### src/sv/sjbc_pkg.sv
`timescale 1ns / 1ps
// Shared types, constants and the step table of the servo jog block.
package sjbc_pkg;

    localparam int CFG_IDX_W   = 2;
    localparam int CFG_DATA_W  = 64;
    localparam int SERVO_IDX_W = 2;
    localparam int STEP_SEL_W  = 2;
    localparam int STEP_AMT_W  = 7;
    // Signed working width: covers duty plus step plus slack, and minimum minus slack.
    localparam int CALC_W      = 19;

    localparam logic [CFG_DATA_W-1:0] LIMITS_RESET = 64'd422212465197057000;

    localparam logic [STEP_SEL_W-1:0] STEP_SEL_SMALL  = 2'd0;
    localparam logic [STEP_SEL_W-1:0] STEP_SEL_MEDIUM = 2'd1;
    localparam logic [STEP_SEL_W-1:0] STEP_SEL_LARGE  = 2'd2;

    typedef enum logic [1:0] {
        DIR_UNKNOWN = 2'd0,
        DIR_DOWN    = 2'd1,
        DIR_UP      = 2'd2
    } dir_t;

    // Layout of one servo limits register.
    typedef struct packed {
        logic [15:0] start;
        logic [15:0] slack;
        logic [15:0] hi;
        logic [15:0] lo;
    } limits_t;

    // What the servo register file shows for the selected servo.
    typedef struct packed {
        limits_t lim;
        dir_t    dir;
    } servo_rd_t;

    // Button edges and step selection for the word in the compute stage.
    typedef struct packed {
        logic                  inc_edge;
        logic                  dec_edge;
        logic [STEP_AMT_W-1:0] step_amt;
        logic [STEP_SEL_W-1:0] step_next;
    } jog_ctrl_t;

    function automatic logic [STEP_AMT_W-1:0] step_amount(input logic [STEP_SEL_W-1:0] sel);
        logic [STEP_AMT_W-1:0] amt;
        case (sel)
            STEP_SEL_SMALL:  amt = 7'd20;
            STEP_SEL_MEDIUM: amt = 7'd40;
            STEP_SEL_LARGE:  amt = 7'd100;
            default:         amt = 7'd20;
        endcase
        return amt;
    endfunction

    function automatic logic [STEP_SEL_W-1:0] step_advance(input logic [STEP_SEL_W-1:0] sel);
        logic [STEP_SEL_W-1:0] nxt;
        case (sel)
            STEP_SEL_SMALL:  nxt = STEP_SEL_MEDIUM;
            STEP_SEL_MEDIUM: nxt = STEP_SEL_LARGE;
            STEP_SEL_LARGE:  nxt = STEP_SEL_SMALL;
            default:         nxt = STEP_SEL_MEDIUM;
        endcase
        return nxt;
    endfunction

endpackage

### src/sv/sjbc_step_ctrl.sv
`timescale 1ns / 1ps
// Shared button latches, edge detection and the step index.
module sjbc_step_ctrl (
    input  logic                 aclk,
    input  logic                 aresetn,
    input  logic                 advance,
    input  logic                 inc_level,
    input  logic                 dec_level,
    input  logic                 stp_level,
    output sjbc_pkg::jog_ctrl_t  ctrl
);

    logic                            inc_latch_reg;
    logic                            dec_latch_reg;
    logic                            stp_latch_reg;
    logic [sjbc_pkg::STEP_SEL_W-1:0] step_idx_reg;
    logic [sjbc_pkg::STEP_SEL_W-1:0] step_idx_next;
    logic                            stp_edge;

    assign stp_edge      = stp_level && !stp_latch_reg;
    assign step_idx_next = stp_edge ? sjbc_pkg::step_advance(step_idx_reg) : step_idx_reg;

    // The step used by this word is the one selected before its own step edge.
    always_comb begin
        ctrl.inc_edge  = inc_level && !inc_latch_reg;
        ctrl.dec_edge  = dec_level && !dec_latch_reg;
        ctrl.step_amt  = sjbc_pkg::step_amount(step_idx_reg);
        ctrl.step_next = step_idx_next;
    end

    always_ff @(posedge aclk) begin
        if (!aresetn) begin
            inc_latch_reg <= 1'b0;
            dec_latch_reg <= 1'b0;
            stp_latch_reg <= 1'b0;
            step_idx_reg  <= sjbc_pkg::STEP_SEL_SMALL;
        end else if (advance) begin
            inc_latch_reg <= inc_level;
            dec_latch_reg <= dec_level;
            stp_latch_reg <= stp_level;
            step_idx_reg  <= step_idx_next;
        end
    end

endmodule

### src/sv/sjbc_servo_file.sv
`timescale 1ns / 1ps
// Per-servo limits, stored duty and last direction, with the configuration write port.
module sjbc_servo_file #(
    parameter int SERVO_COUNT = 4,
    parameter int DUTY_WIDTH  = 16
) (
    input  logic                             aclk,
    input  logic                             aresetn,
    input  logic                             cfg_we,
    input  logic [sjbc_pkg::CFG_IDX_W-1:0]   cfg_index,
    input  logic [sjbc_pkg::CFG_DATA_W-1:0]  cfg_wdata,
    input  logic [sjbc_pkg::SERVO_IDX_W-1:0] rd_idx,
    output sjbc_pkg::servo_rd_t              rd,
    output logic [DUTY_WIDTH-1:0]            rd_duty,
    input  logic                             upd_en,
    input  logic [DUTY_WIDTH-1:0]            upd_duty,
    input  sjbc_pkg::dir_t                   upd_dir
);

    localparam logic [15:0] DUTY_MAX16 = 16'((1 << DUTY_WIDTH) - 1);

    sjbc_pkg::limits_t lim_reg  [SERVO_COUNT];
    logic [DUTY_WIDTH-1:0] duty_reg [SERVO_COUNT];
    sjbc_pkg::dir_t    dir_reg  [SERVO_COUNT];
    sjbc_pkg::limits_t wr_lim;
    sjbc_pkg::limits_t rst_lim;

    function automatic logic [DUTY_WIDTH-1:0] start_duty(input logic [15:0] v);
        logic [DUTY_WIDTH-1:0] r;
        if (v > DUTY_MAX16) begin
            r = '1;
        end else begin
            r = v[DUTY_WIDTH-1:0];
        end
        return r;
    endfunction

    assign wr_lim  = sjbc_pkg::limits_t'(cfg_wdata);
    assign rst_lim = sjbc_pkg::limits_t'(sjbc_pkg::LIMITS_RESET);

    always_ff @(posedge aclk) begin
        for (int i = 0; i < SERVO_COUNT; i++) begin
            if (!aresetn) begin
                lim_reg[i]  <= rst_lim;
                duty_reg[i] <= start_duty(rst_lim.start);
                dir_reg[i]  <= sjbc_pkg::DIR_UNKNOWN;
            end else if (cfg_we && cfg_index == sjbc_pkg::CFG_IDX_W'(i)) begin
                lim_reg[i]  <= wr_lim;
                duty_reg[i] <= start_duty(wr_lim.start);
            end else if (upd_en && rd_idx == sjbc_pkg::SERVO_IDX_W'(i)) begin
                duty_reg[i] <= upd_duty;
                dir_reg[i]  <= upd_dir;
            end
        end
    end

    always_comb begin
        rd      = '0;
        rd_duty = '0;
        for (int i = 0; i < SERVO_COUNT; i++) begin
            if (rd_idx == sjbc_pkg::SERVO_IDX_W'(i)) begin
                rd.lim  = lim_reg[i];
                rd.dir  = dir_reg[i];
                rd_duty = duty_reg[i];
            end
        end
    end

endmodule

### src/sv/sjbc_duty_calc.sv
`timescale 1ns / 1ps
// Increase and decrease of one servo's duty with clamping and backlash slack.
module sjbc_duty_calc #(
    parameter int DUTY_WIDTH = 16
) (
    input  logic [DUTY_WIDTH-1:0]            duty_in,
    input  sjbc_pkg::servo_rd_t              rd,
    input  logic                             inc_edge,
    input  logic                             dec_edge,
    input  logic [sjbc_pkg::STEP_AMT_W-1:0]  step_amt,
    output logic [DUTY_WIDTH-1:0]            duty_out,
    output sjbc_pkg::dir_t                   dir_out
);

    localparam int CW = sjbc_pkg::CALC_W;
    localparam logic signed [CW-1:0] DUTY_MAX_S = CW'((1 << DUTY_WIDTH) - 1);

    logic signed [CW-1:0] d0, d1, t_inc, t_dec, d2;
    logic signed [CW-1:0] lo_s, hi_s, slack_s, step_s;
    sjbc_pkg::dir_t       dir1;

    function automatic logic signed [CW-1:0] sat(input logic signed [CW-1:0] v);
        logic signed [CW-1:0] r;
        if (v < 0) begin
            r = '0;
        end else if (v > DUTY_MAX_S) begin
            r = DUTY_MAX_S;
        end else begin
            r = v;
        end
        return r;
    endfunction

    always_comb begin
        d0      = CW'(duty_in);
        lo_s    = CW'(rd.lim.lo);
        hi_s    = CW'(rd.lim.hi);
        slack_s = CW'(rd.lim.slack);
        step_s  = CW'(step_amt);

        // Increase first; slack is added only when the last move was downward.
        t_inc = d0 + step_s;
        if (t_inc >= hi_s) begin
            t_inc = hi_s;
        end
        if (rd.dir == sjbc_pkg::DIR_DOWN) begin
            t_inc = t_inc + slack_s;
        end
        if (inc_edge) begin
            d1   = sat(t_inc);
            dir1 = sjbc_pkg::DIR_UP;
        end else begin
            d1   = d0;
            dir1 = rd.dir;
        end

        // The decrease then works on whatever the increase left.
        t_dec = d1 - step_s;
        if (t_dec <= lo_s) begin
            t_dec = lo_s;
        end
        if (dir1 == sjbc_pkg::DIR_UP) begin
            t_dec = t_dec - slack_s;
        end
        if (dec_edge) begin
            d2      = sat(t_dec);
            dir_out = sjbc_pkg::DIR_DOWN;
        end else begin
            d2      = d1;
            dir_out = dir1;
        end

        duty_out = d2[DUTY_WIDTH-1:0];
    end

endmodule

### src/sv/servo_jog_with_backlash_comp.sv
`timescale 1ns / 1ps
// Servo jog with shared button edge detection and per-servo backlash compensation.
//
// One word is accepted every clock cycle unless the output is stalled. Its result
// is loaded into the output register once the word has been registered and the
// output is free. The word is registered, then the servo register file is read, the
// new duty is computed and written back, while the result lands in the output
// register at that same edge; that read-modify-write of the servo state is what
// sets the rate of one word per cycle. Configuration writes load a servo's limits
// and reload its duty from the start field at once; there is no clearing pass
// after reset. Words whose servo index is not below SERVO_COUNT leave every duty
// untouched and return duty 0, but still update the button latches and step index.
module servo_jog_with_backlash_comp #(
    parameter int SERVO_COUNT = 4,
    parameter int DUTY_WIDTH  = 16
) (
    input  logic                             aclk,
    input  logic                             aresetn,
    input  logic                             cfg_we,
    input  logic [sjbc_pkg::CFG_IDX_W-1:0]   cfg_index,
    input  logic [sjbc_pkg::CFG_DATA_W-1:0]  cfg_wdata,
    input  logic                             s_valid,
    output logic                             s_ready,
    input  logic [sjbc_pkg::SERVO_IDX_W-1:0] s_servo_index,
    input  logic                             s_increase_level,
    input  logic                             s_decrease_level,
    input  logic                             s_step_level,
    output logic                             m_valid,
    input  logic                             m_ready,
    output logic [sjbc_pkg::SERVO_IDX_W-1:0] m_servo_echo,
    output logic [15:0]                      m_duty_value,
    output logic [sjbc_pkg::STEP_SEL_W-1:0]  m_step_select
);

    logic                             in_valid_reg;
    logic [sjbc_pkg::SERVO_IDX_W-1:0] in_servo_reg;
    logic                             in_inc_reg;
    logic                             in_dec_reg;
    logic                             in_stp_reg;

    logic                             out_valid_reg;
    logic [sjbc_pkg::SERVO_IDX_W-1:0] out_servo_reg;
    logic [15:0]                      out_duty_reg;
    logic [sjbc_pkg::STEP_SEL_W-1:0]  out_step_reg;

    logic                  advance;
    logic                  servo_ok;
    sjbc_pkg::jog_ctrl_t   ctrl;
    sjbc_pkg::servo_rd_t   rd;
    logic [DUTY_WIDTH-1:0] rd_duty;
    logic [DUTY_WIDTH-1:0] new_duty;
    sjbc_pkg::dir_t        new_dir;

    assign advance  = in_valid_reg && (!out_valid_reg || m_ready);
    assign s_ready  = !in_valid_reg || advance;
    assign servo_ok = {1'b0, in_servo_reg} < 3'(SERVO_COUNT);

    sjbc_step_ctrl u_step_ctrl (
        .aclk      (aclk),
        .aresetn   (aresetn),
        .advance   (advance),
        .inc_level (in_inc_reg),
        .dec_level (in_dec_reg),
        .stp_level (in_stp_reg),
        .ctrl      (ctrl)
    );

    sjbc_servo_file #(
        .SERVO_COUNT (SERVO_COUNT),
        .DUTY_WIDTH  (DUTY_WIDTH)
    ) u_servo_file (
        .aclk      (aclk),
        .aresetn   (aresetn),
        .cfg_we    (cfg_we),
        .cfg_index (cfg_index),
        .cfg_wdata (cfg_wdata),
        .rd_idx    (in_servo_reg),
        .rd        (rd),
        .rd_duty   (rd_duty),
        .upd_en    (advance && servo_ok),
        .upd_duty  (new_duty),
        .upd_dir   (new_dir)
    );

    sjbc_duty_calc #(
        .DUTY_WIDTH (DUTY_WIDTH)
    ) u_duty_calc (
        .duty_in  (rd_duty),
        .rd       (rd),
        .inc_edge (ctrl.inc_edge),
        .dec_edge (ctrl.dec_edge),
        .step_amt (ctrl.step_amt),
        .duty_out (new_duty),
        .dir_out  (new_dir)
    );

    always_ff @(posedge aclk) begin
        if (!aresetn) begin
            in_valid_reg <= 1'b0;
        end else if (s_valid && s_ready) begin
            in_valid_reg <= 1'b1;
        end else if (advance) begin
            in_valid_reg <= 1'b0;
        end
    end

    always_ff @(posedge aclk) begin
        if (s_valid && s_ready) begin
            in_servo_reg <= s_servo_index;
            in_inc_reg   <= s_increase_level;
            in_dec_reg   <= s_decrease_level;
            in_stp_reg   <= s_step_level;
        end
    end

    always_ff @(posedge aclk) begin
        if (!aresetn) begin
            out_valid_reg <= 1'b0;
        end else if (advance) begin
            out_valid_reg <= 1'b1;
        end else if (m_ready) begin
            out_valid_reg <= 1'b0;
        end
    end

    always_ff @(posedge aclk) begin
        if (advance) begin
            out_servo_reg <= in_servo_reg;
            out_duty_reg  <= servo_ok ? 16'(new_duty) : '0;
            out_step_reg  <= ctrl.step_next;
        end
    end

    assign m_valid       = out_valid_reg;
    assign m_servo_echo  = out_servo_reg;
    assign m_duty_value  = out_duty_reg;
    assign m_step_select = out_step_reg;

    // A word can only be refused while both stages are full and the output is stalled.
    a_ready_low_only_when_full: assert property (@(posedge aclk) disable iff (!aresetn)
        !s_ready |-> (in_valid_reg && out_valid_reg && !m_ready))
        else $error("input refused while the pipeline has room");

    a_advance_fills_output: assert property (@(posedge aclk) disable iff (!aresetn)
        advance |=> out_valid_reg)
        else $error("computed word did not reach the output register");

    a_invalid_servo_zero: assert property (@(posedge aclk) disable iff (!aresetn)
        (m_valid && ({1'b0, m_servo_echo} >= 3'(SERVO_COUNT))) |-> (m_duty_value == 16'd0))
        else $error("nonzero duty returned for a servo that does not exist");

    a_duty_in_range: assert property (@(posedge aclk) disable iff (!aresetn)
        m_valid |-> (m_duty_value <= 16'((1 << DUTY_WIDTH) - 1)))
        else $error("duty beyond the duty range");

    a_step_index_legal: assert property (@(posedge aclk) disable iff (!aresetn)
        m_valid |-> (m_step_select != 2'd3))
        else $error("step index out of its cycle");

endmodule

### config.mk
export PLATFORM = sky130hd
export DESIGN_NAME = servo_jog_with_backlash_comp
export DESIGN_NICKNAME = d
export VERILOG_FILES = /design/src/sv/sjbc_pkg.sv /design/src/sv/sjbc_step_ctrl.sv /design/src/sv/sjbc_servo_file.sv /design/src/sv/sjbc_duty_calc.sv /design/src/sv/servo_jog_with_backlash_comp.sv
export SDC_FILE = /design/constraint.sdc
export NUM_CORES = 1
export LEC_CHECK = 0
export BUFFER_PORTS_ARGS = -buffer_cell sky130_fd_sc_hd__buf_2
export CAP_MARGIN = 30
export CORE_AREA = 2 2 226 228
export CTS_CLUSTER_SIZE = 10
export DETAILED_ROUTE_END_ITERATION = 8
export DIE_AREA = 0 0 228 230
export GPL_ROUTABILITY_DRIVEN = 0
export PLACE_DENSITY = 0.49
export SLEW_MARGIN = 20
export SYNTH_ARGS = -nofsm -noshare
export SYNTH_HDL_FRONTEND = slang
export SYNTH_SLANG_ARGS = --single-unit
### constraint.sdc
create_clock -name aclk -period 20.7 [get_ports aclk]
set_clock_uncertainty 0.2 [all_clocks]
set_input_delay 4.14 -clock aclk [delete_from_list [all_inputs] [get_ports aclk]]
set_output_delay 4.14 -clock aclk [all_outputs]
set_load 0.01 [all_outputs]
* Word-level counts from Yosys, hierarchy flattened
Memory sizes are Yosys's and may differ from the RTL's. Index checks and enable logic that the tools add are counted.
Storage, ports and cells: flip-flop bits (word level) 32, RAM bits 328, bits of input ports 76, output and inout port bits 22, word-level logic and storage cells 159, memories kept 3
Operators by class: add/sub/neg operators 4, $lt $le $gt $ge 7, equality and inequality tests 10, mux-type cells 82, bitwise logic cells 16, reduce and logical (&&, ||, !) cells 24
Memory list:
- u_servo_file.lim_reg | words 4, width 64, read ports 4, clocked after memory_dff 0, write ports 4, line sjbc_servo_file.sv:22 | sjbc_pkg::limits_t lim_reg [SERVO_COUNT];
- u_servo_file.duty_reg | words 4, width 16, read ports 4, clocked after memory_dff 0, write ports 4, line sjbc_servo_file.sv:23 | logic [DUTY_WIDTH-1:0] duty_reg [SERVO_COUNT];
- u_servo_file.dir_reg | words 4, width 2, read ports 4, clocked after memory_dff 0, write ports 4, line sjbc_servo_file.sv:24 | sjbc_pkg::dir_t dir_reg [SERVO_COUNT];
Operators with widths (count):
- 16-bit 2-to-1 mux | 25
- 64-bit 2-to-1 mux | 4
- 50-bit 2-to-1 mux | 4
- 19-bit 2-to-1 mux | 7
- 19-bit by 17-bit greater-than comparator with 1-bit output (second input constant) | 2
- 19-bit by 1-bit less-than comparator with 1-bit output (second input constant) | 2
- 1-bit 2-to-1 mux | 33
- 19-bit by 17-bit adder with 19-bit output | 1
- 19-bit by 17-bit >= comparator with 1-bit output | 1
- 19-bit by 17-bit <= comparator with 1-bit output | 1
- 19-bit by 17-bit subtractor with 19-bit output | 1
- 19-bit by 8-bit subtractor with 19-bit output | 1
- 16-bit by 7-bit adder with 17-bit output | 1
- 16-bit greater-than comparator (second input constant) | 1
- 1-bit bitwise OR | 16
- 2-bit 2-to-1 mux | 7
- 7-bit one-hot mux with 2 select lines | 1
- 1-bit logical AND | 13
- 2-bit equality test (second input constant) | 6
- 2-bit by 1-bit equality test with 1-bit output (second input constant) | 4
- 1-bit zero test | 5
- 2-bit zero test | 2
- 2-bit one-hot mux with 2 select lines | 1
- 2-bit nonzero test | 2
- 1-bit logical OR | 2

* Longest topological paths before layout
depth after elaboration 24, gate-level depth with buffers 70, depth with buffers taken out 63

* Hierarchy
A second synthesis with hierarchy kept.
Unflattened totals: cell total of the unflattened synthesis 1631, area total of the unflattened synthesis 20652.3 um2
Modules (own cells, without submodules):
- sjbc_servo_file | instances 1, cells an instance 849, area an instance 14642.8 um2, sequential area each 9849.4 um2
- sjbc_duty_calc | instances 1, cells an instance 715, area an instance 4848.4 um2, sequential area each 0.0 um2
- servo_jog_with_backlash_comp | instances 1, cells an instance 34, area an instance 854.6 um2, sequential area each 790.8 um2
- sjbc_step_ctrl | instances 1, cells an instance 33, area an instance 306.5 um2, sequential area each 100.1 um2

* Least setup slack after synthesis
No wires, ideal clock.
path kind reg2reg, start reg in_servo_reg[0] (netlist bit), end mem u_servo_file.duty_reg[3][12], data pin, library setup time 0.271 ns, arrival 14.962 ns, required time 20.229 ns, slack 5.267 ns, stages on the path, launching flop included 66, buffers on the path 7, period minus slack after synthesis 15.433 ns, cells stage by stage edfxtp_1 buf_6 buf_2 buf_2 clkbuf_1 buf_1 mux4_2 ha_1 fa_1 a211o_1 a21oi_1 nor2_1 and3_1 xor2_1 ha_1 a21oi_1 o21ai_0 nor3_1 (+30 left out) nor2_1 a21oi_1 ha_1 inv_1 fa_1 a21o_1 a21oi_1 o21ai_0 a21oi_1 o21ai_0 a221o_1 a21o_1 and4_1 or4_1 o21a_1 buf_4 a32oi_1 o21ai_0
RTL lines:
- from (decl) | line servo_jog_with_backlash_comp.sv:36 | logic [sjbc_pkg::SERVO_IDX_W-1:0] in_servo_reg;
- from (signal assigned) | line servo_jog_with_backlash_comp.sv:109 | in_servo_reg <= s_servo_index;
- to (decl) | line sjbc_servo_file.sv:23

==> results by group <==
Power and ir drop
  – Net Sw Frac: 34.8%
  – Power Density: 103 mW/mm^2
  – Peak supply drop: 0.0475 mV
  – Flop pwr share: 35.3%
  – Net Sw Power: 0.000708 W
  – Internal power: 0.00133 W
  – Comb pwr share: 35.4%
  – P_leak: 7.36 nW
  – Clock share of power: 29.3%

Synthesis
  – FFs w/ async S/R, synth: 0%
  – Largest family of logic cells by synthesized area: simple AND/OR/NAND/NOR gates
  – Syn Inst Count: 1501
  – #FFs+latches synth: 296
  – Adder-Cell Fraction of Synth Area: 5.96%
  – EDFF count, synth: 289
  – Synth unique cells: 81
  – XOR/XNOR Fraction of Synth Area: 2.33%
  – Syn_area_per_cell: 11.5 sq um
  – Mux contribution to synthesized area: 9.47%
  – Ys Warns: 0
  – Synth Area in Compound Gates: 11.2%
  – Simple-Gate Fraction of Synth Area: 16.6%
  – Register area share after synthesis: 51.0%
  – Mapped Area: 0.0173 sq mm
  – Primary FF master, synth: edfxtp_1
  – Syn_nets: 1657

Setup path
  – R2r endpoint: u_servo_file.duty_reg[0][7]
  – Setup CP Type: register to register
  – Worst Setup EP: u_servo_file.duty_reg[0][7]
  – CP Capture Type: register
  – Max incr delay on CP: 0.68 ns
  – Worst reg2reg startpoint: in_servo_reg[0]
  – CP max stage cell: o41ai_1
  – Register-to-Register Path Depth: 61
  – Type of origin of the critical path: register
  – Buffers & Inverters on Critical Path: 4
  – Register-to-register path setup slack: 4.54 ns
  – Crit path from: in_servo_reg[0]
  – Delay-heaviest family, CP: compound AO/OA/AOI/OAI gates
  – Critical path depth: 61
  – Cell mode on critical path: a21oi_1
  – WP data required: 20.76 ns
  – Data arrival, critical path: 16.22 ns
  – Worst-path maximum fanout: 75

Final layout
  – Inserted Diodes: 0
  – Commonest non-fill, non-tap cell in the layout: edfxtp_1
  – Most frequent cells in the layout: 289 x edfxtp_1, 152 x and2_1, 107 x nand2_1, 102 x nor2_1, 97 x buf_2
  – NumNets Final: 1750
  – Layout fillers: 4894
  – Final Util: 39.5%
  – Fin area: 0.0197 sq mm
  – Area Growth Syn to Fin: 13.9%
  – Share of cells above drive strength 1: 18.0%
  – Max FFs per register: 192

STA
  – Setup tns final: 0 ns
  – Slew headroom: 39.8%
  – Final setup fails: 0
  – Unrepaired setup endpoints after global routing: no
  – Hold_ws: 0.265 ns
  – Tmin final: 16.16 ns
  – Final period util: 78.1%
  – Hold Vio Cnt, Final: 0
  – Worst slew pin tran: 0.902 ns
  – Fmax: 61.9 MHz
  – Max-slew violation count: 0

Place
  – Dpl cell area: 0.0186 sq mm
  – Port buffer count: 97
  – Detailed placement HPWL: 38100 um

Clocking
  – CTS clock-pin slew for the worst setup and hold paths: 0.05 ns
  – Clk buf depth: 3
  – Post-CTS Setup Repair Bufs: 0
  – Clock Latency Late Sink: 0.55 ns
  – Clk root buf: clkbuf_16
  – H-tree lvl count: 2
  – TritonCTS clock tree: yes
  – CTS resizes: 0
  – CTS sink count: 296
  – Total CTS buffers: 37
  – Hold_buf cts: 0

GRT
  – First-pass GRT wire length: 81200 um
  – Grt ovf: 0
  – Initial antenna violation count: 2
  – Vias in the first global route: 12500
  – Pin count of the biggest net entering global routing: 76
  – Tot GR Track Use: 20.8%

Die
  – Die width: 228 um
  – FP Rows: 82
  – DIE HEIGHT: 230 um
  – Top-level I/O count: 98
  – Die Footprint: 0.0524 sq mm
  – Initial core utilization: 34.7%
  – Placeable Area: 0.0499 sq mm

Route
  – DRC Markers: 0
  – Post-DRT Antenna Nets: 0
  – Routed wire length: 54300 um
  – Mean routed wirelength per cell: 23.8 um
  – TritonRoute pass-1 iters: 5
  – Vias per inst: 5.39
  – DRT iter0 DRCs: 1174
  – Routed vias: 12300

Flow run
  – Maxcap violations: 0

Min path
  – Hold WC Path Type: register to register

Run status
  – Status: completed
power by group through the flow:
stage	Clock, W	Sequential (W)	Combinational [W]
after global placement	0	0.000730	0.000707
after CTS	0.000613	0.000719	0.000710
final	0.000597	0.000719	0.000720
after global routing	0.000635	0.000723	0.000785
after detailed placement	0	0.000731	0.000705
after floorplan	0	0.000731	0.000491
worst min path at each step:
stage                     cells past startpoint  slack (ns)                      start                        end
after detailed placement                      2        0.26  u_step_ctrl.dec_latch_reg  u_step_ctrl.dec_latch_reg
after global routing                          2        0.29  u_step_ctrl.stp_latch_reg  u_step_ctrl.stp_latch_reg
after floorplan                               2        0.24  u_step_ctrl.stp_latch_reg  u_step_ctrl.stp_latch_reg
after global placement                        2        0.24  u_step_ctrl.stp_latch_reg  u_step_ctrl.stp_latch_reg
final                                         2        0.27  u_step_ctrl.stp_latch_reg  u_step_ctrl.stp_latch_reg
after CTS                                     2        0.27  u_step_ctrl.stp_latch_reg  u_step_ctrl.stp_latch_reg
kinds of logic after synthesis:
logic type	Yosys count
and+or+nand+nor	540
AOI/OAI and AO/OA	303
DFF	296
buffers and inverters	154
muxes	82
adders and majority gates	80
xor gates and xnor gates	46
routing by layer:
layer  up-vias  share of wire [%]  track usage, %
li1       5719                  -               -
met1      6091                 44            28.1
met2       424                 47            33.5
met3        88                5.9            3.60
met4         2                3.6            7.95
met5         -              0.013               0
layout make-up:
class                           count  area (sq um)  area share, %
Tap cell                          672           841           4.26
Inverter                           85           319           1.62
Clock inverter                      8          62.6          0.317
Multi-Input combinational cell   1051          7940           40.3
Sequential cell                   296          8820           44.7
Clock buffer                       50          1020           5.16
Timing Repair Buffer              123           719           3.65
per-stage QoR:
step                worst slack, ns  total power (W)  cells
floorplan                      5.27          0.00122   1501
global placement               5.02          0.00144   2222
detailed placement             4.76          0.00144   2226
CTS                            4.68          0.00204   2284
global route                   3.26          0.00214   2285
finish                         4.54          0.00204   2285
worst min-delay path, cell delays in order (launching register included):
cell and delay, ns:
dfxtp_1 0.31, nand2_1 0.05, a21oi_1 0.06
cell usage after synthesis, types with 5 or more instances:
library cell | number | share of area (%)
clkbuf_1 | 54 | 1.2
or2_2 | 21 | 0.76
or3_1 | 15 | 0.54
buf_1 | 6 | 0.13
nor3_1 | 20 | 0.58
nand2b_1 | 38 | 1.4
and2_1 | 152 | 5.5
o21ai_0 | 65 | 1.9
nor2_1 | 104 | 2.3
o22ai_1 | 9 | 0.33
mux4_2 | 64 | 8.3
a211oi_1 | 11 | 0.48
a211o_1 | 6 | 0.30
nor2b_1 | 15 | 0.54
a21o_1 | 25 | 1.1
xor2_1 | 18 | 0.91
a22oi_1 | 5 | 0.22
or4_1 | 5 | 0.22
inv_1 | 85 | 1.8
a21oi_1 | 82 | 2.4
o21a_1 | 12 | 0.52
mux2_2 | 9 | 0.59
dfxtp_1 | 7 | 0.81
nand2_1 | 108 | 2.3
ha_1 | 76 | 5.5
and4_1 | 5 | 0.25
edfxtp_1 | 289 | 50
nand4_1 | 14 | 0.51
o21ai_1 | 23 | 0.67
buf_2 | 5 | 0.14
o211ai_1 | 13 | 0.56
mux2i_1 | 7 | 0.40
a31oi_1 | 6 | 0.22
xnor2_1 | 28 | 1.4
nand3_1 | 20 | 0.58
and3_1 | 6 | 0.22
Note: power is estimated with default switching activity, not from simulation.
